--- config.mk ---
export PLATFORM = sky130hd
export DESIGN_NAME = tmb_ctrl
export DESIGN_NICKNAME = d
export VERILOG_FILES = /design/src/hw/rtl/tmb_pkg.sv /design/src/hw/rtl/tmb_ctrl.sv
export SDC_FILE = /design/constraint.sdc
export NUM_CORES = 1
export LEC_CHECK = 0
export BUFFER_PORTS_ARGS = -buffer_cell sky130_fd_sc_hd__buf_4
export CAP_MARGIN = 20
export CORE_MARGIN = 10
export CORE_UTILIZATION = 54
export DETAILED_ROUTE_END_ITERATION = 8
export PLACE_DENSITY = 0.89
export REMOVE_ABC_BUFFERS = 1
export SLEW_MARGIN = 15
export SYNTH_ARGS = -nofsm -noshare
export SYNTH_HDL_FRONTEND = slang
export SYNTH_SLANG_ARGS = --single-unit
--- constraint.sdc ---
create_clock -name clk -period 2.7 [get_ports clk]
set_clock_uncertainty 0.15 [all_clocks]
set_input_delay 0.675 -clock clk [delete_from_list [all_inputs] [get_ports clk]]
set_output_delay 0.675 -clock clk [all_outputs]
set_load 0.01 [all_outputs]
--- src/hw/rtl/tmb_pkg.sv ---
// ----------------------------------------------------------------------------
// tmb_pkg: shared types and constants for the transform matrix builder.
// Holds the payload structs, opcodes, the CORDIC arctangent table and the
// controller-to-datapath command and status structs.
// ----------------------------------------------------------------------------
`default_nettype none

package tmb_pkg;

  // Opcodes of an input transaction.
  localparam logic [2:0] OP_IDENT  = 3'd0;
  localparam logic [2:0] OP_TRANS  = 3'd1;
  localparam logic [2:0] OP_SCALE  = 3'd2;
  localparam logic [2:0] OP_ROTX   = 3'd3;
  localparam logic [2:0] OP_ROTY   = 3'd4;
  localparam logic [2:0] OP_ROTZ   = 3'd5;
  localparam logic [2:0] OP_VERTEX = 3'd6;

  localparam logic signed [31:0] ONE_Q16 = 32'sd65536;
  localparam logic signed [33:0] FULL_TURN = 34'sd23592960;
  localparam logic signed [33:0] HALF_TURN = 34'sd11796480;
  localparam logic signed [33:0] QUARTER_TURN = 34'sd5898240;
  localparam logic signed [33:0] GAIN_Q30 = 34'sd652032874;
  localparam int ATAN_ENTRIES = 24;

  typedef struct packed {
    logic [2:0]         opcode;
    logic signed [31:0] arg_a;
    logic signed [31:0] arg_b;
    logic signed [31:0] arg_c;
    logic signed [31:0] arg_d;
  } in_item_t;

  typedef struct packed {
    logic signed [31:0] out_x;
    logic signed [31:0] out_y;
    logic signed [31:0] out_z;
    logic signed [31:0] out_w;
  } out_item_t;

  // Commands from the controller to the datapath.
  typedef struct packed {
    logic       load;       // capture the input transaction
    logic       ident;      // reload identity
    logic       red_step;   // one angle reduction step
    logic       cordic_init;
    logic       cordic_step;
    logic       cordic_done; // round and clamp sine and cosine
    logic       mac_clr;    // clear the accumulator
    logic       mac_step;   // one multiply-accumulate
    logic       elem_store; // store the accumulator into the result column
    logic       commit;     // copy next matrix into the matrix
    logic       vert_store; // store the accumulator into the vertex result
    logic [4:0] iter;       // CORDIC iteration index
    logic [1:0] row;
    logic [1:0] col;
    logic [1:0] k;
  } tmb_cmd_t;

  typedef struct packed {
    logic       red_done;
  } tmb_sts_t;

  // atan(2^-i) in Q16.16 degrees.
  function automatic logic signed [33:0] atan_deg(input logic [4:0] i);
    logic signed [33:0] v;
    case (i)
      5'd0: v = 34'sd2949120;   5'd1: v = 34'sd1740967;
      5'd2: v = 34'sd919880;    5'd3: v = 34'sd466945;
      5'd4: v = 34'sd234379;    5'd5: v = 34'sd117304;
      5'd6: v = 34'sd58666;     5'd7: v = 34'sd29335;
      5'd8: v = 34'sd14668;     5'd9: v = 34'sd7334;
      5'd10: v = 34'sd3667;     5'd11: v = 34'sd1833;
      5'd12: v = 34'sd917;      5'd13: v = 34'sd458;
      5'd14: v = 34'sd229;      5'd15: v = 34'sd115;
      5'd16: v = 34'sd57;       5'd17: v = 34'sd29;
      5'd18: v = 34'sd14;       5'd19: v = 34'sd7;
      5'd20: v = 34'sd4;        5'd21: v = 34'sd2;
      5'd22: v = 34'sd1;        default: v = 34'sd0;
    endcase
    return v;
  endfunction

endpackage

`default_nettype wire

--- src/hw/rtl/tmb_ctrl.sv ---
// ----------------------------------------------------------------------------
// tmb_ctrl: sequencer for the transform matrix builder.
// Steps through angle reduction, CORDIC iterations and the multiply-add
// loops, issuing one command word per cycle to the datapath.
// ----------------------------------------------------------------------------
`default_nettype none

module tmb_ctrl #(
  parameter int CORDIC_STEPS = 16
) (
  input  wire logic            clk,
  input  wire logic            rst_n,
  input  wire logic            in_valid,
  output logic                 in_stall,
  input  wire logic [2:0]      in_opcode,
  output logic                 out_valid,
  input  wire logic            out_stall,
  input  wire tmb_pkg::tmb_sts_t sts,
  output tmb_pkg::tmb_cmd_t    cmd
);

  localparam int NSTEPS = (CORDIC_STEPS < tmb_pkg::ATAN_ENTRIES) ?
                          CORDIC_STEPS : tmb_pkg::ATAN_ENTRIES;

  localparam logic [2:0] S_IDLE   = 3'd0;
  localparam logic [2:0] S_RED    = 3'd1;
  localparam logic [2:0] S_CORD   = 3'd2;
  localparam logic [2:0] S_TRIG   = 3'd3;
  localparam logic [2:0] S_MAC    = 3'd4;
  localparam logic [2:0] S_STORE  = 3'd5;
  localparam logic [2:0] S_COMMIT = 3'd6;

  logic [2:0] state_r, state_nxt;
  logic [2:0] op_r, op_nxt;
  logic [4:0] iter_r, iter_nxt;
  logic [1:0] row_r, row_nxt;
  logic [1:0] col_r, col_nxt;
  logic [1:0] k_r, k_nxt;
  logic       out_valid_r, out_valid_nxt;
  logic       accept;

  assign in_stall  = (state_r != S_IDLE) || out_valid_r;
  assign out_valid = out_valid_r;
  assign accept    = in_valid && !in_stall;

  // Next-state and command decode.
  always_comb begin
    state_nxt = state_r;
    op_nxt    = op_r;
    iter_nxt  = iter_r;
    row_nxt   = row_r;
    col_nxt   = col_r;
    k_nxt     = k_r;
    out_valid_nxt = out_valid_r && out_stall;
    cmd = '0;
    cmd.iter = iter_r;
    cmd.row  = row_r;
    cmd.col  = col_r;
    cmd.k    = k_r;
    case (state_r)
      S_IDLE: begin
        if (accept) begin
          cmd.load = 1'b1;
          op_nxt   = in_opcode;
          row_nxt  = '0;
          col_nxt  = '0;
          k_nxt    = '0;
          iter_nxt = '0;
          case (in_opcode)
            tmb_pkg::OP_IDENT: cmd.ident = 1'b1;
            tmb_pkg::OP_TRANS, tmb_pkg::OP_SCALE, tmb_pkg::OP_VERTEX: begin
              cmd.mac_clr = 1'b1;
              state_nxt   = S_MAC;
            end
            tmb_pkg::OP_ROTX, tmb_pkg::OP_ROTY, tmb_pkg::OP_ROTZ:
              state_nxt = S_RED;
            default: state_nxt = S_IDLE;
          endcase
        end
      end
      S_RED: begin
        cmd.red_step = 1'b1;
        if (sts.red_done) begin
          cmd.red_step    = 1'b0;
          cmd.cordic_init = 1'b1;
          state_nxt = (NSTEPS == 0) ? S_TRIG : S_CORD;
        end
      end
      S_CORD: begin
        cmd.cordic_step = 1'b1;
        iter_nxt = iter_r + 5'd1;
        if (iter_r == 5'(NSTEPS - 1)) state_nxt = S_TRIG;
      end
      S_TRIG: begin
        cmd.cordic_done = 1'b1;
        cmd.mac_clr     = 1'b1;
        state_nxt       = S_MAC;
      end
      S_MAC: begin
        cmd.mac_step = 1'b1;
        k_nxt = k_r + 2'd1;
        if (k_r == 2'd3) state_nxt = S_STORE;
      end
      S_STORE: begin
        cmd.mac_clr = 1'b1;
        if (op_r == tmb_pkg::OP_VERTEX) begin
          cmd.vert_store = 1'b1;
          col_nxt = col_r + 2'd1;
          if (col_r == 2'd3) begin
            state_nxt     = S_IDLE;
            out_valid_nxt = 1'b1;
          end else begin
            state_nxt = S_MAC;
          end
        end else begin
          cmd.elem_store = 1'b1;
          col_nxt = col_r + 2'd1;
          if (col_r == 2'd3) row_nxt = row_r + 2'd1;
          if (col_r == 2'd3 && row_r == 2'd3) state_nxt = S_COMMIT;
          else state_nxt = S_MAC;
        end
      end
      S_COMMIT: begin
        cmd.commit = 1'b1;
        state_nxt  = S_IDLE;
      end
      default: state_nxt = S_IDLE;
    endcase
  end

  always_ff @(posedge clk) begin
    if (!rst_n) begin
      state_r     <= S_IDLE;
      out_valid_r <= 1'b0;
      op_r  <= '0;
      iter_r <= '0;
      row_r <= '0;
      col_r <= '0;
      k_r   <= '0;
    end else begin
      state_r     <= state_nxt;
      out_valid_r <= out_valid_nxt;
      op_r  <= op_nxt;
      iter_r <= iter_nxt;
      row_r <= row_nxt;
      col_r <= col_nxt;
      k_r   <= k_nxt;
    end
  end

endmodule

`default_nettype wire

# Word-level counts from Yosys, hierarchy flattened
# Cells that the tools add are included.
# W data, S select, Z words.
# totals
wordCells	91
inputBits	8
register_bits	18
output_inout_bits	24
# classes
n_reduce_logical	20
eq_ne	24
addsub	4
mux	36
# ops
op	count
$eq A3 B3 Y1 const B	7
$mux W3	6
$pmux W3 S6	1
$mux W2	8
$mux W1	14
$ne A2 B2 Y1 const B	7
$eq A3 B2 Y1 const B	4
$pmux W2 S2	3
$pmux W5 S2	1
$pmux W3 S3	1
$reduce_and A2 Y1	4
$add A2 B1 Y2 const B	3
$eq A2 B2 Y1 const B	3
$eq A3 B1 Y1 const B	2
$logic_not A3 Y1	2
$reduce_bool A2 Y1	3
$reduce_or A3 Y1	2
$add A5 B1 Y5 const B	1
$eq A5 B4 Y1 const B	1
$mux W5	1
$reduce_and A5 Y1	1
$reduce_and A4 Y1	1
$logic_and A1 B1 Y1	3
$reduce_bool A3 Y1	1
other kinds (4)	4

# Depth between registers and ports, before layout
# Gate-level depths: netlist of the first run.
# logic_depth
ltp_word	6
mapped_depth	6
ltp_nobuf	6

# Worst setup path before layout of the first run
# Ideal clock, no wire load.
# synth_timing
path_type	input port to output port
from	input port in_valid
to	output port cmd[20] (netlist bit)
required_ns	1.875
path_buffers	1
t_arrival_ns	1.482
slack_ns	0.393
path_stages	4
path_cell_list	nor2b_2 -> nand2_1 -> clkbuf_1 -> nor4_1
# synth_rtl
element	line_no	text
start: declaration	tmb_ctrl.sv:13	input wire logic in_valid,
end: declaration	tmb_ctrl.sv:19	output tmb_pkg::tmb_cmd_t cmd

==> results of run 1 <==
==> per-stage QoR <==
stage / hold WS, ns / setup WS, ns / instance area [sq um]
4_1_cts: 0.318 / 0.117 / 1350
3_3_place_gp: 0.298 / 0.445 / 1310
3_5_place_dp: 0.303 / 0.398 / 1310
2_1_floorplan: 0.290 / 0.457 / 1030
5_1_grt: 0.334 / 0.0196 / 1350
6_report: 0.315 / 0.107 / 1350
==> worst max-delay path: cells and delay by family, from the launching register on <==
family / cells / cell delay [ns]
DFF: 1 / 0.64
and+or+nand+nor: 1 / 0.53
buffers and inverters: 2 / 0.31
==> sequential cells by signal (all words and copies together), names as in the netlist <==
signal / count
out_valid: 1
row_r: 2
op_r: 3
k_r: 2
state_r: 3
iter_r: 5
col_r: 2
==> layer usage <==
metal  track usage  share of wire  vias up
li1              -              -      538
met4        0.0508          0.017        0
met3        0.0261          0.054        4
met1         0.143           0.39      503
met2         0.261           0.53       35
met5             0              0        -
==> synth_stat cells, drive strengths merged (2+ instances only) <==
master   instances
nand2           18
ha               5
a2bb2oi          2
inv              7
nand3b           3
o21ai            4
or2              2
nor2b            4
or3b             2
nor4b            2
nand2b           2
nor3             3
a211oi           2
and3b            3
a31oi            2
clkbuf           2
nand3            5
buf              4
dfxtp           18
nor2            14
a21oi           13
mux2i            2
==> path summary, 6_finish.rpt <==
check	start	endpoint	slack, ns	cells past startpoint
setup / recovery	state_r[1]	cmd[17]	0.11	3
hold / removal	op_r[0]	op_r[0]	0.31	2
setup reg to reg	iter_r[0]	state_r[0]	0.67	6
hold reg to reg	op_r[0]	op_r[0]	0.31	2
==> cells by family (layout without fill, tap and decap cells) <==
kind of cell               Yosys count  in the layout
adders and majority gates            5              5
muxes                                2              2
xor gates and xnor gates             1              1
AOI/OAI and AO/OA                   31             31
buffers and inverters               13             44
and+or+nand+nor                     64             64
DFF                                 18             18
==> final cells by class <==
cell class / instances / area [sq um]
multi-input cells: 103 / 644
clock buffers: 4 / 36.3
repair buffers: 33 / 248
well taps: 27 / 33.8
flip-flops and latches: 18 / 360
inverters: 7 / 26.3
fillers: 161 / 573
==> power by group through the flow <==
stage / combinational [W] / sequential, W / clock (W)
floorplan: 0.000233 / 0.000356 / 0
global placement: 0.000385 / 0.000364 / 0
detailed placement: 0.000390 / 0.000368 / 0
CTS: 0.000395 / 0.000362 / 0.000169
global route: 0.000435 / 0.000371 / 0.000182
finish: 0.000394 / 0.000363 / 0.000165
==> qor.yml, run 1 <==
floorplan:
  die_h_microns: 64.4
  start_util: 0.554
  io_pins: 32
  row_count: 16
  dieArea_sq_um: 4150
  die_x_microns: 64.4
  core-area_sq_um: 1920
setup_path:
  crit_path_max_incr_delay_ns: 0.64
  required_ns: 1.88
  path_cells: "or3b_1 > inv_2 > buf_4"
  crit_arrival_ns: 1.77
  path_max_fanout: 16
  path_class: "flop to primary output"
  slowest_stage: "dfxtp_1"
  endpoint_kind: "primary output"
  cp-start-kind: "flop"
synth:
  synth_top_family_by_area: "simple AND/OR/NAND/NOR gates"
  synth_xor_area_frac: 0.00823
  yosys_warnings: 0
  async_flop_share: 0
  seq_area_frac_synth: 0.338
  ys_seq_elements: 18
  yosys.area_share.simple: 0.324
  yosysTopAreaCellShare: 0.338
  muxShareOfSynthArea: 0.0188
  syn_area_per_cell_sq_um: 7.95
  synth_area_leaders: "dfxtp_1 (34%), nand2_1 (6.3%), a21oi_1 (6.1%), ha_1 (5.9%), nor2_1 (4.9%)"
  synth_top_cell_by_area: "dfxtp_1"
  ys_types: 44
  syn_area_sq_um: 1060
  netlist_instances: 134
  synth_compound_area_frac: 0.195
  ys.flop_type: "dfxtp_1"
  synth_edf_count: 0
  synthAdderAreaFrac: 0.0588
final_layout:
  antenna_cells: 0
  stdcell_count: 192
  nets: 179
  layout_commonest_cell: "buf_4"
  area_growth_pct: 26.7
  final_util: 0.702
  final_cell_mix: "buf_4 (33), nand2_1 (18), dfxtp_1 (18)"
  post_route_cells_drive_above_1_share: 0.267
clock_tree:
  tritoncts: "yes"
  cts_root_buf: "clkbuf_4"
  ctsHtreeMaxLevel: 1
  clock_latency_ns: 0.29
  post_cts_buffers: 0
  holdBufCountCts: 0
  cts_sinks: 18
  cts_buffers: 3
  cts.repair.resized: 0
  path_clk_slew_ns: 0.10
  max-clock-path-buffers: 2
global_routing:
  grt_overflow_total: 0
  grt_pass1_wl_microns: 4770
  grt_max_degree: 17
  antenna_found_initial: 0
  grt_pass1_vias: 1022
  grtUsageTotal: 0.137
sta:
  slew_viol_final: 0
  rsz0062_at_grt: "no"
  fin_crit_sh: 0.960
  tightest_slew_ns: 0.547
  final_period_minus_worst_setup_slack_ns: 2.59
  fmax_ghz: 0.386
  slew_headroom: 0.630
  setup_viol_count_final: 0
  fin_tns_setup_ns: 0
  hold_viol_final: 0
drt:
  wirelength_microns: 2830
  drtIter0Drc: 45
  wl_per_cell_microns: 14.7
  vias: 1080
  viasPerCell: 5.63
  drc: 0
  ant_nets: 0
  drt_first_pass_iters: 4
min_path:
  hp-class: "flop to flop"
power_and_ir_drop:
  pwr_density_cell_nw_per_um2: 684
  p_sw_frac: 0.378
  cellLeakagePower_nw: 0.617
  clkPwrFrac: 0.179
  p_switching_w: 0.000349
  combPwrFrac: 0.427
  p_total_w: 0.000922
  ir_worst_vdd_uv: 431
  sequentialPowerShare: 0.394
  intPower_w: 0.000573
status:
  status: "finished, final reports clean"
place:
  io_buffers: 31
  place_congestion: 0.946
  place_hpwl_microns: 2220
  dp_cells: 188
run:
  maxCapViolCount: 0
Power figures use the tool's default switching activity.
==> run 2, diff against run 1 <==
--- a/config.mk
+++ b/config.mk
@@ -7,10 +7,12 @@
 export LEC_CHECK = 0
 export BUFFER_PORTS_ARGS = -buffer_cell sky130_fd_sc_hd__buf_4
 export CAP_MARGIN = 20
+export CELL_PAD_IN_SITES_DETAIL_PLACEMENT = 2
+export CELL_PAD_IN_SITES_GLOBAL_PLACEMENT = 2
 export CORE_MARGIN = 10
-export CORE_UTILIZATION = 54
+export CORE_UTILIZATION = 30
 export DETAILED_ROUTE_END_ITERATION = 8
-export PLACE_DENSITY = 0.89
+export PLACE_DENSITY = 0.88
 export REMOVE_ABC_BUFFERS = 1
 export SLEW_MARGIN = 15
 export SYNTH_ARGS = -nofsm -noshare
==> qor.yml, run 2 (synthesis gave the netlist of run 1 again) <==
run:
  maxCapViolCount: 0  # unchanged
clock_tree:
  ctsHtreeMaxLevel: 1  # unchanged
  tritoncts: "yes"
  path_clk_slew_ns: 0.11  # about the same
  clock_latency_ns: 0.30  # about the same
  cts_root_buf: "clkbuf_4"
  cts_sinks: 18  # unchanged
  post_cts_buffers: 0  # unchanged
  cts_buffers: 3  # unchanged
  max-clock-path-buffers: 2  # unchanged
drt:
  drtIter0Drc: 37  # -18%
  wl_per_cell_microns: 18.3  # +24%
  vias: 1116  # +3.3%
  drc: 0  # unchanged
  wirelength_microns: 3880  # +37%
  viasPerCell: 5.26  # -6.4%
  drt_first_pass_iters: 2  # -2
  ant_nets: 0  # unchanged
setup_path:
  cp-start-kind: "flop"
  critPathBufInv: 2  # unchanged
  crit_family: "simple AND/OR/NAND/NOR gates"
  path_cells: "buf_4 > nor4b_1 > buf_4"
  crit_path_max_incr_delay_ns: 0.53  # -0.11 ns
  endpoint_kind: "primary output"
  required_ns: 1.88  # about the same
  cp_common_cell: "buf_4"
  crit_arrival_ns: 1.71  # -0.06 ns
  slowest_stage: "nor4b_1"
  path_max_fanout: 11  # -5
  path_class: "flop to primary output"
final_layout:
  layout_commonest_cell: "buf_4"
  largest_register_ffs: 5  # unchanged
  stdcell_count: 212  # +10%
  top_regs: "iter_r: 5 flops, op_r: 3 flops, state_r: 3 flops"
  final_cell_mix: "buf_4 (34), nand2_1 (18), dfxtp_1 (16)"
  post_route_cells_drive_above_1_share: 0.283  # +0.0165
  final_area_sq_um: 1380  # +2.5%
  area_growth_pct: 29.8
  nets: 180  # +0.56%
  top_register: "iter_r"
  antenna_cells: 0  # unchanged
place:
  place_hpwl_microns: 3180  # +43%
  dp_cells: 208  # +11%
  dp_slack_ns: 0.372  # -0.0268 ns
  io_buffers: 31  # unchanged
  place_congestion: 0.880  # -7.0%
  postPlaceCellArea_sq_um: 1340  # +2.4%
sta:
  hold_viol_final: 0  # unchanged
  timing.final.ws_setup_ns: 0.163  # +0.0562 ns
  hold_slack_ns: 0.349  # +0.0338 ns
  tightest_slew_ns: 0.616  # +0.0693 ns
  slew_headroom: 0.584  # -0.0468
  setup_viol_count_final: 0  # unchanged
  slew_viol_final: 0  # unchanged
  fin_tns_setup_ns: 0  # unchanged
  fin_crit_sh: 0.940  # -0.0208
  rsz0062_at_grt: "no"
  final_period_minus_worst_setup_slack_ns: 2.54  # -0.0562 ns
  fmax_ghz: 0.394  # +2.2%
floorplan:
  die_x_microns: 79.6  # +24%
  start_util: 0.314  # -0.240
  io_pins: 32  # unchanged
  dieArea_sq_um: 6330  # +53%
  core-area_sq_um: 3390  # +76%
  die_h_microns: 79.6  # +24%
  row_count: 21  # +5
power_and_ir_drop:
  ir_worst_vdd_uv: 285  # -34%
  pwr_density_cell_nw_per_um2: 698  # +2.2%
  cellLeakagePower_nw: 0.623  # +1.0%
global_routing:
  grtUsageTotal: 0.127  # -0.0102
  grt_max_degree: 17  # unchanged
  grt_overflow_total: 0  # unchanged
  antenna_found_initial: 0  # unchanged
  grt_pass1_wl_microns: 6500  # +36%
  grt_pass1_vias: 1262  # +23%
status:
  status: "finished, final reports clean"
min_path:
  hp-class: "flop to flop"
-- run 2: layer usage --
layer  vias to the layer above  global-route usage  share of wire
met5                         -                   0              0
met4                         0              0.0269         0.0064
met3                         4              0.0327          0.047
met2                        22               0.230           0.52
met1                       552               0.145           0.42
li1                        538                   -              -
-- run 2: what timing repair did --
item                                    CTS  global route
gates resized for setup                   0             2
endpoints found under the setup margin    0             2
hold buffers                              0             0
-- run 2: tightest hold or removal path, cell delays in order, from the launching register on --
cell and delay (ns):
dfxtp_1 0.34, nand2_1 0.06, a21oi_1 0.06
-- run 2: per-stage QoR --
stage	utilization	total power [W]
floorplan	-	0.000589
global placement	0.396	0.000775
detailed placement	0.396	0.000801
CTS	0.407	0.000977
global route	0.408	0.00104
finish	0.408	0.000966
-- run 2: power breakdown --
group	internal [W]	total, W	switching (W)	leakage (nW)
sequential	0.000300	0.000352	0.0000520	0.147
clock	0.0000823	0.000173	0.0000903	0.0210
combinational	0.000200	0.000441	0.000241	0.455
total	0.000582	0.000966	0.000383	0.623
-- run 2: worst paths after layout --
kind | startpoint | endpoint | slack (ns) | cells after the start
worst max-delay path | state_r[0] | cmd[19] | 0.16 | 3
worst min-delay path | op_r[0] | op_r[0] | 0.35 | 2
worst max register to register | iter_r[0] | state_r[0] | 0.67 | 6
worst min register to register | op_r[0] | op_r[0] | 0.35 | 2
-- run 2: area by class of cell --
class,instances,area [sq um]
sequential,18,363
fill,380,2010
timing repair buffer,34,255
multi-input combinational,103,644
inverter,7,26.3
tap,46,57.6
clock buffer,4,36.3
==> run 3, diff against run 2 <==
==> constraint.sdc (replaced) <==
create_clock -name clk -period 3.3 [get_ports clk]
set_clock_uncertainty 0.15 [all_clocks]
set_input_delay 0.825 -clock clk [delete_from_list [all_inputs] [get_ports clk]]
set_output_delay 0.825 -clock clk [all_outputs]
set_load 0.01 [all_outputs]
==> qor.yml, run 3 (synthesis gave the netlist of run 1 again) <==
setup_path:
  path_class: "flop to primary output"
  cp-start-kind: "flop"
  crit_arrival_ns: 1.84  # +0.13 ns
  path_max_fanout: 14  # +3
  ff2ff_path_depth: 6  # unchanged
  reg2reg_slack_ns: 1.22  # +0.55 ns
  required_ns: 2.32  # +0.44 ns
  endpoint_kind: "primary output"
final_layout:
  top_regs: "iter_r: 5 flops, op_r: 3 flops, state_r: 3 flops"
  layout_commonest_cell: "buf_4"
  nets: 179  # -0.56%
  final_cell_mix: "buf_4 (33), nand2_1 (18), dfxtp_1 (18)"
  top_register: "iter_r"
  largest_register_ffs: 5  # unchanged
  post_route_cells_drive_above_1_share: 0.267  # -0.0165
  antenna_cells: 0  # unchanged
  area_growth_pct: 28.9
drt:
  vias: 1109  # -0.63%
  viasPerCell: 5.26  # -0.16%
  drtIter0Drc: 43  # +16%
  wl_per_cell_microns: 18.5  # +0.89%
  ant_nets: 0  # unchanged
  wirelength_microns: 3900  # +0.41%
  drc: 0  # unchanged
  drt_first_pass_iters: 4  # +2
power_and_ir_drop:
  intPower_w: 0.000469  # -19%
  cellLeakagePower_nw: 0.617  # -0.99%
  ir_worst_vdd_uv: 227  # -20%
  pwr_density_cell_nw_per_um2: 572  # -18%
  p_sw_frac: 0.403  # +0.00594
  p_total_w: 0.000786  # -19%
  clkPwrFrac: 0.182  # +0.003
  sequentialPowerShare: 0.382  # +0.017
  p_switching_w: 0.000317  # -17%
  combPwrFrac: 0.436  # -0.021
global_routing:
  grt_max_degree: 17  # unchanged
  grtUsageTotal: 0.126  # -0.00141
  grt_pass1_wl_microns: 6330  # -2.5%
  grt_overflow_total: 0  # unchanged
  grt_pass1_vias: 1241  # -1.7%
  antenna_found_initial: 0  # unchanged
clock_tree:
  post_cts_buffers: 0  # unchanged
  path_clk_slew_ns: 0.12  # about the same
  max-clock-path-buffers: 2  # unchanged
  cts_sinks: 18  # unchanged
  clock_latency_ns: 0.30  # about the same
  holdBufCountCts: 0  # unchanged
  cts_buffers: 3  # unchanged
  cts_root_buf: "clkbuf_4"
  ctsHtreeMaxLevel: 1  # unchanged
  cts.repair.resized: 0  # unchanged
  tritoncts: "yes"
sta:
  fin_crit_sh: 0.852
  slew_headroom: 0.623  # +0.0390
  hold_viol_final: 0  # unchanged
  final_period_minus_worst_setup_slack_ns: 2.81
  setup_viol_count_final: 0  # unchanged
  fin_tns_setup_ns: 0  # unchanged
  rsz0062_at_grt: "no"
  slew_viol_final: 0  # unchanged
  fmax_ghz: 0.356
  tightest_slew_ns: 0.565  # -0.0505 ns
min_path:
  worstHoldPathCells: 2  # unchanged
  hp-class: "flop to flop"
floorplan:
  die_h_microns: 79.6  # unchanged
  row_count: 21  # unchanged
  dieArea_sq_um: 6330  # unchanged
  die_x_microns: 79.6  # unchanged
  io_pins: 32  # unchanged
  start_util: 0.314  # unchanged
  core-area_sq_um: 3390  # unchanged
place:
  place_hpwl_microns: 3130  # -1.7%
  place_congestion: 0.772  # -12%
  io_buffers: 31  # unchanged
run:
  maxCapViolCount: 0  # unchanged
status:
  status: "finished, final reports clean"
==> run 3: layout make-up <==
class	count	area (sq um)
Clock buffer	4	36.3
Fill cell	402	2020
Sequential cell	18	360
Timing Repair Buffer	33	248
Inverter	7	26.3
Multi-Input combinational cell	103	644
Tap cell	46	57.6
==> run 3: stage by stage <==
step / setup WS (ns) / util / std cells / instance area, sq um / hold slack (ns)
floorplan: 0.757 / - / 128 / 1030 / 0.290
global placement: 0.737 / 0.394 / 207 / 1340 / 0.305
detailed placement: 0.684 / 0.394 / 207 / 1340 / 0.323
CTS: 0.466 / 0.405 / 211 / 1370 / 0.339
global route: 0.367 / 0.405 / 211 / 1370 / 0.372
finish: 0.490 / 0.405 / 211 / 1370 / 0.339
==> run 3: path summary, 6_finish.rpt <==
path                                  from         end
worst max-delay path            state_r[2]     cmd[15]
worst min register to register     op_r[1]     op_r[1]
worst min-delay path               op_r[1]     op_r[1]
worst max register to register   iter_r[1]  state_r[0]
==> run 3: power groups by stage <==
| stage | sequential [W] | clock [W] | combinational (W) |
|---|---|---|---|
| after floorplan | 0.000292 | 0 | 0.000190 |
| after global placement | 0.000301 | 0 | 0.000327 |
| after detailed placement | 0.000305 | 0 | 0.000346 |
| after CTS | 0.000300 | 0.000146 | 0.000350 |
| after global routing | 0.000311 | 0.000161 | 0.000377 |
| final | 0.000300 | 0.000143 | 0.000342 |
==> run 3: worst max-delay path, stage by stage (launching register included) <==
cell and delay (ns):
dfxtp_1 0.61, nor2b_1 0.37, and2_1 0.23, nor2_1 0.06, o21ai_0 0.09, buf_4 0.16
==> run 3: per-layer routing <==
layer	wire length, microns	vias to the layer above	global-route usage	part of all wire
met3	230	6	0.0315	0.059
met1	1590	538	0.139	0.41
met2	2010	27	0.225	0.52
li1	-	538	-	-
met5	0	-	0	0
met4	66	0	0.0430	0.017
